**src/hw/rtl/svpm_pkg.sv**
```systemverilog
`timescale 1ns / 1ps
// ----------------------------------------------------------------------------
// svpm_pkg
// Shared types and constants of the supply voltage peak monitor.
// ----------------------------------------------------------------------------
package svpm_pkg;

  localparam int VREF_W   = 12;
  localparam int MV_W     = 16;
  localparam int GAIN_W   = 16;
  localparam int FRAC_W   = 8;
  localparam int SMOOTH_W = MV_W + FRAC_W;
  localparam int PROD_W   = SMOOTH_W + GAIN_W;
  localparam int ADDR_W   = 4;
  localparam int DATA_W   = 32;
  localparam int QDEPTH   = 2;

  localparam logic [VREF_W-1:0] VREF_RESET = 12'd1100;
  localparam logic [MV_W-1:0]   MIN_RESET  = 16'd0;
  localparam logic [GAIN_W-1:0] FALL_RESET = 16'd6554;
  localparam logic [GAIN_W-1:0] RISE_RESET = 16'd655;
  localparam logic [PROD_W-1:0] ROUND_HALF = 40'd32768;
  localparam logic [MV_W-1:0]   MV_MAX     = 16'hFFFF;

  typedef enum logic [1:0] {
    CMD_SAMPLE = 2'd0,
    CMD_START  = 2'd1,
    CMD_END    = 2'd2,
    CMD_PRESET = 2'd3
  } cmd_t;

  typedef enum logic [1:0] {
    REG_VREF = 2'd0,
    REG_MIN  = 2'd1,
    REG_FALL = 2'd2,
    REG_RISE = 2'd3
  } reg_idx_t;

  typedef enum logic [2:0] {
    ST_IDLE,
    ST_EXEC,
    ST_DIV,
    ST_CHECK,
    ST_DIFF,
    ST_MUL,
    ST_APPLY,
    ST_DONE
  } state_t;

  // queue entry: decoded command and its one operand
  typedef struct packed {
    cmd_t            cmd;
    logic [MV_W-1:0] arg;
  } item_t;

  typedef struct packed {
    logic [VREF_W-1:0] vref_mv;
    logic [MV_W-1:0]   min_vcc_mv;
    logic [GAIN_W-1:0] fall_gain;
    logic [GAIN_W-1:0] rise_gain;
  } cfg_t;

endpackage

```
**src/hw/rtl/svpm_front.sv**
```systemverilog
`timescale 1ns / 1ps
// ----------------------------------------------------------------------------
// svpm_front
// Input side: takes command transfers, picks the operand the command uses
// and pushes the decoded entry into the queue.
// ----------------------------------------------------------------------------
module svpm_front #(
  parameter int ADC_BITS = 10
) (
  input  logic                         rst,
  input  logic                         in_valid,
  output logic                         in_stall,
  input  logic [1:0]                   command,
  input  logic [ADC_BITS-1:0]          adc_sample,
  input  logic [svpm_pkg::MV_W-1:0]    preset_mv,
  input  logic                         q_full,
  output logic                         q_push,
  output svpm_pkg::item_t              q_item
);

  svpm_pkg::cmd_t cmd;

  assign cmd      = svpm_pkg::cmd_t'(command);
  // hold off transfers while in reset
  assign in_stall = q_full || rst;
  assign q_push   = in_valid && !q_full && !rst;

  always_comb begin
    q_item.cmd = cmd;
    case (cmd)
      svpm_pkg::CMD_PRESET: q_item.arg = preset_mv;
      svpm_pkg::CMD_SAMPLE: q_item.arg = svpm_pkg::MV_W'(adc_sample);
      default:              q_item.arg = '0;
    endcase
  end

endmodule

```
**src/hw/rtl/svpm_fifo.sv**
```systemverilog
`timescale 1ns / 1ps
// ----------------------------------------------------------------------------
// svpm_fifo
// Short queue of decoded commands between the front and the back.
// ----------------------------------------------------------------------------
module svpm_fifo (
  input  logic             clk,
  input  logic             rst,
  input  logic             push,
  input  svpm_pkg::item_t  wr_item,
  output logic             full,
  input  logic             pop,
  output logic             empty,
  output svpm_pkg::item_t  rd_item
);

  localparam int PTR_W = $clog2(svpm_pkg::QDEPTH);
  localparam int CNT_W = $clog2(svpm_pkg::QDEPTH + 1);

  svpm_pkg::item_t  slots [svpm_pkg::QDEPTH];
  logic [PTR_W-1:0] wr_ptr;
  logic [PTR_W-1:0] rd_ptr;
  logic [CNT_W-1:0] count;
  logic             do_push;
  logic             do_pop;

  assign full    = (count == CNT_W'(svpm_pkg::QDEPTH));
  assign empty   = (count == '0);
  assign do_push = push && !full;
  assign do_pop  = pop && !empty;
  assign rd_item = slots[rd_ptr];

  always_ff @(posedge clk) begin
    if (do_push) begin
      slots[wr_ptr] <= wr_item;
    end
  end

  always_ff @(posedge clk) begin
    if (rst) begin
      wr_ptr <= '0;
      rd_ptr <= '0;
      count  <= '0;
    end else begin
      if (do_push) begin
        wr_ptr <= (wr_ptr == PTR_W'(svpm_pkg::QDEPTH - 1)) ? '0 : wr_ptr + 1'b1;
      end
      if (do_pop) begin
        rd_ptr <= (rd_ptr == PTR_W'(svpm_pkg::QDEPTH - 1)) ? '0 : rd_ptr + 1'b1;
      end
      if (do_push && !do_pop) begin
        count <= count + 1'b1;
      end else if (do_pop && !do_push) begin
        count <= count - 1'b1;
      end
    end
  end

endmodule

```
**src/hw/rtl/svpm_back.sv**
```systemverilog
`timescale 1ns / 1ps
// ----------------------------------------------------------------------------
// svpm_back
// Execution side: keeps the window peak, divides at window end, latches the
// low-supply fault, runs the smoothing filter and holds the result register.
// ----------------------------------------------------------------------------
module svpm_back #(
  parameter int ADC_BITS   = 10,
  parameter int FULL_SCALE = 1024
) (
  input  logic                         clk,
  input  logic                         rst,
  input  svpm_pkg::cfg_t               cfg,
  input  logic                         q_empty,
  input  svpm_pkg::item_t              q_item,
  output logic                         q_pop,
  output logic                         out_valid,
  input  logic                         out_stall,
  output logic                         window_done,
  output logic [svpm_pkg::MV_W-1:0]    vcc_mv,
  output logic [svpm_pkg::MV_W-1:0]    smoothed_mv,
  output logic [ADC_BITS-1:0]          peak_reading,
  output logic                         fault
);

  localparam int NUM_W = svpm_pkg::VREF_W + $clog2(FULL_SCALE + 1);
  localparam int CNT_W = $clog2(NUM_W);
  localparam int SW    = svpm_pkg::SMOOTH_W;

  svpm_pkg::state_t          state;
  svpm_pkg::state_t          state_next;
  svpm_pkg::item_t           cur;
  logic [ADC_BITS-1:0]       peak;
  logic [SW-1:0]             smoothed;
  logic                      low_fault;

  logic [NUM_W-1:0]          num;
  logic [ADC_BITS-1:0]       rem;
  logic [CNT_W-1:0]          cnt;
  logic [ADC_BITS:0]         rem_sh;
  logic                      rem_ge;
  logic [svpm_pkg::MV_W-1:0] vcc_sat;
  logic [svpm_pkg::MV_W-1:0] vcc;

  logic [SW-1:0]             target;
  logic                      falling;
  logic [SW-1:0]             diff;
  logic [svpm_pkg::GAIN_W-1:0] gain;
  logic [svpm_pkg::PROD_W-1:0] prod;
  logic [svpm_pkg::PROD_W-1:0] prod_rnd;
  logic [SW-1:0]             step;

  logic                      load_out;

  // restoring divider, one quotient bit per cycle
  assign rem_sh  = {rem, num[NUM_W-1]};
  assign rem_ge  = (rem_sh >= {1'b0, peak});
  assign vcc_sat = (|num[NUM_W-1:svpm_pkg::MV_W]) ? svpm_pkg::MV_MAX
                                                   : num[svpm_pkg::MV_W-1:0];
  assign target  = {vcc, {svpm_pkg::FRAC_W{1'b0}}};
  assign prod_rnd = prod + svpm_pkg::ROUND_HALF;
  assign step    = prod_rnd[svpm_pkg::GAIN_W +: SW];

  always_ff @(posedge clk) begin
    if (rst) begin
      state <= svpm_pkg::ST_IDLE;
    end else begin
      state <= state_next;
    end
  end

  always_comb begin
    state_next = state;
    q_pop      = 1'b0;
    load_out   = 1'b0;
    case (state)
      svpm_pkg::ST_IDLE: begin
        if (!q_empty) begin
          q_pop      = 1'b1;
          state_next = svpm_pkg::ST_EXEC;
        end
      end
      svpm_pkg::ST_EXEC: begin
        if (cur.cmd == svpm_pkg::CMD_END) begin
          state_next = (peak == '0) ? svpm_pkg::ST_CHECK : svpm_pkg::ST_DIV;
        end else begin
          state_next = svpm_pkg::ST_DONE;
        end
      end
      svpm_pkg::ST_DIV: begin
        if (cnt == '0) begin
          state_next = svpm_pkg::ST_CHECK;
        end
      end
      svpm_pkg::ST_CHECK: begin
        if (vcc_sat <= cfg.min_vcc_mv || low_fault) begin
          state_next = svpm_pkg::ST_DONE;
        end else begin
          state_next = svpm_pkg::ST_DIFF;
        end
      end
      svpm_pkg::ST_DIFF:  state_next = svpm_pkg::ST_MUL;
      svpm_pkg::ST_MUL:   state_next = svpm_pkg::ST_APPLY;
      svpm_pkg::ST_APPLY: state_next = svpm_pkg::ST_DONE;
      svpm_pkg::ST_DONE: begin
        if (!out_valid || !out_stall) begin
          load_out   = 1'b1;
          state_next = svpm_pkg::ST_IDLE;
        end
      end
      default: state_next = svpm_pkg::ST_IDLE;
    endcase
  end

  // architectural state
  always_ff @(posedge clk) begin
    if (rst) begin
      peak      <= '0;
      smoothed  <= '0;
      low_fault <= 1'b0;
    end else begin
      case (state)
        svpm_pkg::ST_EXEC: begin
          case (cur.cmd)
            svpm_pkg::CMD_SAMPLE: begin
              if (cur.arg[ADC_BITS-1:0] > peak) begin
                peak <= cur.arg[ADC_BITS-1:0];
              end
            end
            svpm_pkg::CMD_START:  peak <= '0;
            svpm_pkg::CMD_PRESET: smoothed <= {cur.arg, {svpm_pkg::FRAC_W{1'b0}}};
            default: ;
          endcase
        end
        svpm_pkg::ST_CHECK: begin
          if (vcc_sat <= cfg.min_vcc_mv) begin
            low_fault <= 1'b1;
          end
        end
        svpm_pkg::ST_APPLY: begin
          smoothed <= falling ? smoothed - step : smoothed + step;
        end
        default: ;
      endcase
    end
  end

  // working registers of the divider and filter
  always_ff @(posedge clk) begin
    if (q_pop) begin
      cur <= q_item;
    end
    case (state)
      svpm_pkg::ST_EXEC: begin
        num <= (peak == '0) ? '0
                            : NUM_W'(cfg.vref_mv) * NUM_W'(FULL_SCALE);
        rem <= '0;
        cnt <= CNT_W'(NUM_W - 1);
      end
      svpm_pkg::ST_DIV: begin
        num <= {num[NUM_W-2:0], rem_ge};
        rem <= rem_ge ? ADC_BITS'(rem_sh - {1'b0, peak}) : rem_sh[ADC_BITS-1:0];
        cnt <= cnt - 1'b1;
      end
      svpm_pkg::ST_CHECK: vcc <= vcc_sat;
      svpm_pkg::ST_DIFF: begin
        falling <= (target < smoothed);
        diff    <= (target < smoothed) ? smoothed - target : target - smoothed;
        gain    <= (target < smoothed) ? cfg.fall_gain : cfg.rise_gain;
      end
      svpm_pkg::ST_MUL: prod <= svpm_pkg::PROD_W'(diff) * svpm_pkg::PROD_W'(gain);
      default: ;
    endcase
  end

  // result register
  always_ff @(posedge clk) begin
    if (rst) begin
      out_valid <= 1'b0;
    end else if (load_out) begin
      out_valid <= 1'b1;
    end else if (!out_stall) begin
      out_valid <= 1'b0;
    end
  end

  always_ff @(posedge clk) begin
    if (load_out) begin
      window_done  <= (cur.cmd == svpm_pkg::CMD_END);
      vcc_mv       <= (cur.cmd == svpm_pkg::CMD_END) ? vcc : '0;
      smoothed_mv  <= smoothed[SW-1:svpm_pkg::FRAC_W];
      peak_reading <= peak;
      fault        <= low_fault;
    end
  end

endmodule

```
**src/hw/rtl/supply_voltage_peak_monitor.sv**
```systemverilog
`timescale 1ns / 1ps
// ----------------------------------------------------------------------------
// supply_voltage_peak_monitor
// Supply monitor built from the window peak of reference readings.
// ----------------------------------------------------------------------------
// Input channel (in_valid / in_stall) carries command, adc_sample, preset_mv;
// a transfer happens when in_valid is high and in_stall low. Every command
// gives exactly one result on the output channel (out_valid / out_stall).
// The front decodes commands into a two-entry queue; the back runs them one
// at a time. An end window runs the restoring divider, which produces one
// quotient bit per cycle, NUM_W = 12 + clog2(FULL_SCALE + 1) bits in all. An
// end window with a zero peak skips the divider, and one that finds the
// supply at or below the minimum, or the fault already set, skips smoothing.
// While the receiver stalls, the result register holds its value, the back
// finishes the next command and waits, and once the queue fills in_stall
// rises. Synchronous reset empties the queue, drops out_valid, clears peak,
// smoothed value and fault, and restores the register defaults; in_stall
// stays high during reset.
// Registers over APB at byte addresses 0, 4, 8, 12: vref_mv, min_vcc_mv,
// fall_gain, rise_gain; write them only while the block is idle.
// ----------------------------------------------------------------------------
module supply_voltage_peak_monitor #(
  parameter int ADC_BITS   = 10,
  parameter int FULL_SCALE = 1024
) (
  input  logic                          clk,
  input  logic                          rst,
  input  logic                          in_valid,
  output logic                          in_stall,
  input  logic [1:0]                    command,
  input  logic [ADC_BITS-1:0]           adc_sample,
  input  logic [svpm_pkg::MV_W-1:0]     preset_mv,
  output logic                          out_valid,
  input  logic                          out_stall,
  output logic                          window_done,
  output logic [svpm_pkg::MV_W-1:0]     vcc_mv,
  output logic [svpm_pkg::MV_W-1:0]     smoothed_mv,
  output logic [ADC_BITS-1:0]           peak_reading,
  output logic                          fault,
  input  logic                          psel,
  input  logic                          penable,
  input  logic                          pwrite,
  input  logic [svpm_pkg::ADDR_W-1:0]   paddr,
  input  logic [svpm_pkg::DATA_W-1:0]   pwdata,
  output logic [svpm_pkg::DATA_W-1:0]   prdata,
  output logic                          pready
);

  svpm_pkg::cfg_t     cfg;
  svpm_pkg::reg_idx_t reg_idx;
  svpm_pkg::item_t    push_item;
  svpm_pkg::item_t    pop_item;
  logic               q_push;
  logic               q_full;
  logic               q_pop;
  logic               q_empty;
  logic               wr_en;

  assign pready  = 1'b1;
  assign wr_en   = psel && penable && pwrite;
  assign reg_idx = svpm_pkg::reg_idx_t'(paddr[3:2]);

  always_ff @(posedge clk) begin
    if (rst) begin
      cfg.vref_mv    <= svpm_pkg::VREF_RESET;
      cfg.min_vcc_mv <= svpm_pkg::MIN_RESET;
      cfg.fall_gain  <= svpm_pkg::FALL_RESET;
      cfg.rise_gain  <= svpm_pkg::RISE_RESET;
    end else if (wr_en) begin
      case (reg_idx)
        svpm_pkg::REG_VREF: cfg.vref_mv    <= pwdata[svpm_pkg::VREF_W-1:0];
        svpm_pkg::REG_MIN:  cfg.min_vcc_mv <= pwdata[svpm_pkg::MV_W-1:0];
        svpm_pkg::REG_FALL: cfg.fall_gain  <= pwdata[svpm_pkg::GAIN_W-1:0];
        svpm_pkg::REG_RISE: cfg.rise_gain  <= pwdata[svpm_pkg::GAIN_W-1:0];
        default: ;
      endcase
    end
  end

  always_comb begin
    case (reg_idx)
      svpm_pkg::REG_VREF: prdata = svpm_pkg::DATA_W'(cfg.vref_mv);
      svpm_pkg::REG_MIN:  prdata = svpm_pkg::DATA_W'(cfg.min_vcc_mv);
      svpm_pkg::REG_FALL: prdata = svpm_pkg::DATA_W'(cfg.fall_gain);
      svpm_pkg::REG_RISE: prdata = svpm_pkg::DATA_W'(cfg.rise_gain);
      default:            prdata = '0;
    endcase
  end

  svpm_front #(
    .ADC_BITS (ADC_BITS)
  ) u_front (
    .rst        (rst),
    .in_valid   (in_valid),
    .in_stall   (in_stall),
    .command    (command),
    .adc_sample (adc_sample),
    .preset_mv  (preset_mv),
    .q_full     (q_full),
    .q_push     (q_push),
    .q_item     (push_item)
  );

  svpm_fifo u_fifo (
    .clk     (clk),
    .rst     (rst),
    .push    (q_push),
    .wr_item (push_item),
    .full    (q_full),
    .pop     (q_pop),
    .empty   (q_empty),
    .rd_item (pop_item)
  );

  svpm_back #(
    .ADC_BITS   (ADC_BITS),
    .FULL_SCALE (FULL_SCALE)
  ) u_back (
    .clk          (clk),
    .rst          (rst),
    .cfg          (cfg),
    .q_empty      (q_empty),
    .q_item       (pop_item),
    .q_pop        (q_pop),
    .out_valid    (out_valid),
    .out_stall    (out_stall),
    .window_done  (window_done),
    .vcc_mv       (vcc_mv),
    .smoothed_mv  (smoothed_mv),
    .peak_reading (peak_reading),
    .fault        (fault)
  );

endmodule

```
**config.mk**
```make
export PLATFORM = sky130hd
export DESIGN_NAME = supply_voltage_peak_monitor
export DESIGN_NICKNAME = d
export VERILOG_FILES = /design/src/hw/rtl/svpm_pkg.sv /design/src/hw/rtl/svpm_front.sv /design/src/hw/rtl/svpm_fifo.sv /design/src/hw/rtl/svpm_back.sv /design/src/hw/rtl/supply_voltage_peak_monitor.sv
export SDC_FILE = /design/constraint.sdc
export NUM_CORES = 2
export LEC_CHECK = 0
export ABC_AREA = 1
export ABC_CLOCK_PERIOD_IN_PS = 8800
export BUFFER_PORTS_ARGS = -buffer_cell sky130_fd_sc_hd__buf_2
export CAP_MARGIN = 10
export CORE_UTILIZATION = 30
export CTS_CLUSTER_DIAMETER = 200
export CTS_CLUSTER_SIZE = 8
export DETAILED_ROUTE_END_ITERATION = 7
export PLACE_DENSITY_LB_ADDON = 0.12
export RECOVER_POWER = 50
export SLEW_MARGIN = 40
export SYNTH_ARGS = -nofsm -noshare
export SYNTH_HDL_FRONTEND = slang
export SYNTH_SLANG_ARGS = --single-unit
```
**constraint.sdc**
```tcl
create_clock -name clk -period 8.8 [get_ports clk]
set_input_delay 0.88 -clock clk [delete_from_list [all_inputs] [get_ports clk]]
set_output_delay 0.88 -clock clk [all_outputs]
set_load 0.05 [all_outputs]
```
# --- Word-level counts from Yosys, hierarchy flattened ---
# Memory sizes are Yosys's and may differ from the RTL's. A register that Yosys moved wholly into a read port is not among the register bits.
# Cells that the tools add are included.
totals:
  regBits: 282
  ramBits: 36
  in_bits: 71
  mem_count: 1
classes:
  add_sub_neg: 11
  mul: 1
  magnitude_cmp: 4
  eq_ne: 21
  mux: 34
  reduce_logical: 38
mem_list:
  columns: ["memory", "words", "word_bits", "read_ports", "rd_ports_with_merged_regs", "write_ports", "line", "rtl"]
  rows:
  - ["u_fifo.slots", 2, 18, 1, 1, 1, "svpm_fifo.sv:20", "svpm_pkg::item_t slots [svpm_pkg::QDEPTH];"]
op_table:
  columns: ["op", "count"]
  rows:
  - ["32-bit case mux with 4 select lines", 1]
  - ["24-bit 2-to-1 mux", 3]
  - ["24-bit subtractor", 3]
  - ["24-bit case mux with 2 select lines", 1]
  - ["23-bit case mux with 2 select lines", 1]
  - ["40-bit by 16-bit adder with 40-bit output (second input constant)", 1]
  - ["24-bit by 16-bit multiplier with 40-bit output", 1]
  - ["10-bit case mux with 2 select lines", 2]
  - ["16-bit 2-to-1 mux", 2]
  - ["16-bit case mux with 2 select lines", 1]
  - ["24-bit adder", 1]
  - ["24-bit less-than comparator", 1]
  - ["3-bit case mux with 8 select lines", 1]
  - ["22-bit 2-to-1 mux", 1]
  - ["10-bit 2-to-1 mux", 2]
  - ["16-bit less-or-equal comparator", 1]
  - ["2-bit equality test (second input constant)", 6]
  - ["3-bit equality test (second input constant)", 4]
  - ["3-bit 2-to-1 mux", 4]
  - ["2-bit AND reduction", 6]
  - ["11-bit by 10-bit greater-or-equal comparator with 1-bit output", 1]
  - ["1-bit 2-to-1 mux", 11]
  - ["10-bit greater-than comparator", 1]
  - ["10-bit zero test", 1]
  - ["21 further kinds", 52]

# --- Longest topological paths before layout ---
depth:
  depth_word: 9
  depth_mapped: 30

# --- By module ---
# Synthesis repeated with hierarchy kept, for this count alone.
hier_totals:
  hier_cells: 3749
  area_unflattened_um2: 30541.8
modules_own_cells:
  columns: ["module", "instances", "cells_each", "area_each_um2"]
  rows:
  - ["svpm_back", 1, 3161, 25678.4]
  - ["supply_voltage_peak_monitor", 1, 439, 2914.0]
  - ["svpm_fifo", 1, 93, 1605.3]
  - ["svpm_front", 1, 56, 344.1]

# --- Worst setup path before layout ---
# OpenSTA, ideal clock, no wires.
synth_timing:
  path_type: "register to register"
  startpoint: "register u_back.diff[14]"
  endpoint: "register u_back.prod[32] (netlist bit) (data pin)"
  setup_time_ns: 0.259
  arrival_ns: 5.576
  required_time_ns: 8.541
  setup_slack_ns: 2.965
  path_stages_with_launch: 26
  n_path_buf: 2
  path_cell_list: "edfxtp_1 clkbuf_1 clkbuf_1 nand2_1 fa_1 inv_1 fa_1 inv_1 fa_1 inv_1 fa_1 fa_1 inv_1 fa_1 inv_1 ha_1 a21oi_1 inv_1 a31oi_1 o21a_1 nand2_1 a21oi_1 o21ai_0 nand3_1 nand2_1 xor2_1"
synth_between:
  elab_chain_cells: 1
synth_lines:
  columns: ["item", "line", "rtl"]
  rows:
  - ["start: declaration", "svpm_back.sv:47", "logic [SW-1:0] diff;"]
  - ["start signal: assignment", "svpm_back.sv:168", "diff <= (target < smoothed) ? smoothed - target : target - smoothed;"]
  - ["24-bit by 16-bit multiplier with 40-bit output", "svpm_back.sv:171", "svpm_pkg::ST_MUL: prod <= svpm_pkg::PROD_W'(diff) * svpm_pkg::PROD_W'(gain);"]
  - ["end signal: assignment", "svpm_back.sv:171", null]
  - ["end: declaration", "svpm_back.sv:49", "logic [svpm_pkg::PROD_W-1:0] prod;"]
# No other way between the ends.
# A chain may end at the register's enable or synchronous reset.

# --- Final worst setup path ---
layout_timing:
  startpoint: "register u_back.diff[11]"
  endpoint: "register u_back.prod[32] (netlist bit) (data pin)"
# Same word-level chain as after synthesis.

==> metrics <==
Main synth FF type=edfxtp_1; Avg Vias per Cell=4.56; GR Util All Layers=0.182; Placer Congestion=0.831; Post-Route Skew=23.4 ps; clock slew seen by the registers of the worst setup and hold paths=50 ps; Req. time, crit path=9110 ps; setup ws final=2160 ps; violated checks=max-capacitance violations, max-slew violations; Yosys reg bits=321; post-route setup TNS=0 ps; Mean Syn Cell Area=8.08 um2; Yosys cell types=54; final WL=89800 um; Maximum Capacitance Violations=6; H-Tree Depth=2; final worst path period share=0.754; Hold/Removal Path Class=reg -> reg; fmax=151 MHz; most common cell after layout, fill and taps aside=nand2_1; number of global-route vias before repair=24300; placed inst area=32000 um2; startpoint types=flop; wire per inst=17.6 um; initial antenna violation count=0; RSZ-0062 raised after global routing=false; status=finished, violations left; I/O pins=150; CTS tree=yes; maximum clock path buffer count=3; DIE AREA=101000 um2; CTS root buf=clkbuf_16; hold_buf cts=0; CP arrival=6950 ps; Core Area=98700 um2; Port Buffers=114; final net count=4376; fin crit period=6640 ps; die height=318 um; CTS buffer count=46; Filler Cells Inserted=10600; critical path type=reg -> reg; clk_lat worst skew=590 ps; # diodes=0; Sink Count=321; Area Overhead vs Synth=11.2%; measured slew at the worst slew-check pin=3070 ps; Post-synth ARST share=0; Post-Synthesis Cells=3712; Syn. warnings=0; Rows=115; residual DRC count=0; Initial Utilization=0.304; Post-Place Setup Slack=2130 ps; most frequent cells in the layout=944 x nand2_1, 778 x inv_1, 308 x fa_1, 230 x nor2_1, 218 x edfxtp_1; layout cell share with drive strength beyond 1=0.0653; first-pass GRT wire length=143000 um; Slew Limit Fails=233; GRT overflow=0; Die W=318 um; CP endpoint kind=flop; EDFF count, synth=218; DP Wirelength=69200 um; largest net degree at the start of global routing=69; Vias=23300; final instance area=33400 um2; Slew HR=-1.05; DRT Pass-1 Iters=5; Seq/Total Area, Yosys=0.287; Setup-failing EPs final=0; CTS resizes=0; Iter 0 DRT Violations=1154; final hold vios=0; post-route ant nets=0; post-CTS setup buffer count=0; CP max FO=11; synthesized area=30000 um2
==> sequential cells by signal, summed over array words and instances, names as in the netlist <==
register             flops
u_back.num              23
cfg                     60
u_back.peak_reading     10
u_back.gain             16
u_back.cur              18
u_back.rem              10
u_fifo.slots            36
u_back.out_valid         1
u_fifo.wr_ptr            1
u_back.smoothed         24
u_back.low_fault         1
u_back.smoothed_mv      16
u_back.falling           1
u_back.prod             25
u_fifo.rd_ptr            1
u_back.diff             24
u_fifo.count             2
u_back.vcc_mv           16
u_back.window_done       1
u_back.vcc              16
u_back.state             3
u_back.fault             1
u_back.peak             10
u_back.cnt               5
==> metal layers <==
metal  global-route usage  wire length, um  up-vias
li1                     -                -    11600
met1                0.239            41100    11300
met2                0.320            44400      345
met3               0.0163             2270       94
met4               0.0447             2050        0
met5                    0                0        -
==> logic make-up (layout without fill, tap and decap cells) <==
family / after synthesis / after routing / share of synthesized area
and+or+nand+nor: 1335 / 1335 / 0.179
buffers and inverters: 942 / 1042 / 0.120
adders and majority gates: 513 / 513 / 0.291
AOI/OAI and AO/OA: 501 / 501 / 0.0939
DFF: 321 / 321 / 0.287
xor gates and xnor gates: 97 / 97 / 0.0283
other: 2 / 17 / 0.000250
muxes: 1 / 1 / 0.000334
==> cell usage after synthesis, types with 2 or more instances <==
cell type / count / area share
o2111ai_1: 13 / 0.0038
xnor2_1: 43 / 0.013
nand2_4: 2 / 0.00075
nor3b_1: 3 / 0.00075
nand2_1: 944 / 0.12
nor2_2: 5 / 0.0010
nand4_1: 18 / 0.0038
a21o_1: 6 / 0.0015
inv_1: 781 / 0.098
o21a_1: 14 / 0.0035
nor2_1: 233 / 0.029
and3_1: 3 / 0.00063
nand3_2: 2 / 0.00067
ha_1: 205 / 0.086
buf_2: 8 / 0.0013
buf_4: 17 / 0.0043
or2_2: 4 / 0.00083
nor4_1: 4 / 0.00083
a21boi_0: 5 / 0.0013
nor3_1: 20 / 0.0033
o22ai_1: 2 / 0.00042
clkinv_1: 3 / 0.00038
o211ai_1: 12 / 0.0030
xor2_1: 54 / 0.016
a31oi_1: 20 / 0.0042
nand3_1: 82 / 0.014
nor2_4: 5 / 0.0019
o21ai_2: 2 / 0.00058
dfxtp_1: 103 / 0.069
clkbuf_1: 128 / 0.016
nand2_2: 6 / 0.0013
o21ai_0: 171 / 0.029
a221oi_1: 3 / 0.00088
o21bai_1: 11 / 0.0028
a21oi_1: 210 / 0.035
a31o_2: 2 / 0.00058
o221ai_1: 7 / 0.0020
a211oi_1: 16 / 0.0040
inv_2: 5 / 0.00063
fa_1: 308 / 0.21
conb_1: 2 / 0.00025
edfxtp_1: 218 / 0.22
==> cell type report <==
| cell class | count | area [um2] | area share |
|---|---|---|---|
| clock inverter | 4 | 67.6 | 0.00203 |
| sequential | 321 | 8610 | 0.258 |
| timing repair buffer | 170 | 985 | 0.0295 |
| multi-input combinational | 2464 | 17800 | 0.535 |
| tap | 1287 | 1610 | 0.0483 |
| inverter | 789 | 2960 | 0.0888 |
| clock buffer | 79 | 1270 | 0.0382 |
==> stage by stage <==
stage / hold WS (ps) / instances / utilization
finish: 444 / 5114 / 0.338
global route: 461 / 5114 / 0.338
CTS: 449 / 5113 / 0.338
detailed placement: 425 / 5030 / 0.325
global placement: 434 / 5025 / 0.324
floorplan: 408 / 3727 / -
==> final timing paths <==
check	from	end	slack (ps)	depth (start not counted)
min reg2reg	u_back.peak[2]	u_back.peak_reading[2]	440	0
min	u_back.peak[2]	u_back.peak_reading[2]	440	0
max reg2reg	u_back.diff[11]	u_back.prod[32]	2160	24
max	u_back.diff[11]	u_back.prod[32]	2160	24
==> critical path: stages (launching register included) <==
cell and delay, ps:
edfxtp_1 630, buf_4 350, nand2_1 130, fa_1 550, inv_1 70, fa_1 480
inv_1 50, fa_1 490, inv_1 50, fa_1 540, fa_1 500, inv_1 50
fa_1 480, inv_1 40, ha_1 360, a21oi_1 170, inv_1 80, a31oi_1 170
o21a_1 140, nand2_1 40, a21oi_1 410, o21ai_0 220, nand3_1 110, nand2_1 70
xor2_1 160
Power is left out: the tool's default activity adds up to more than one toggle a clock period on the data nets, which glitch-free logic cannot reach.
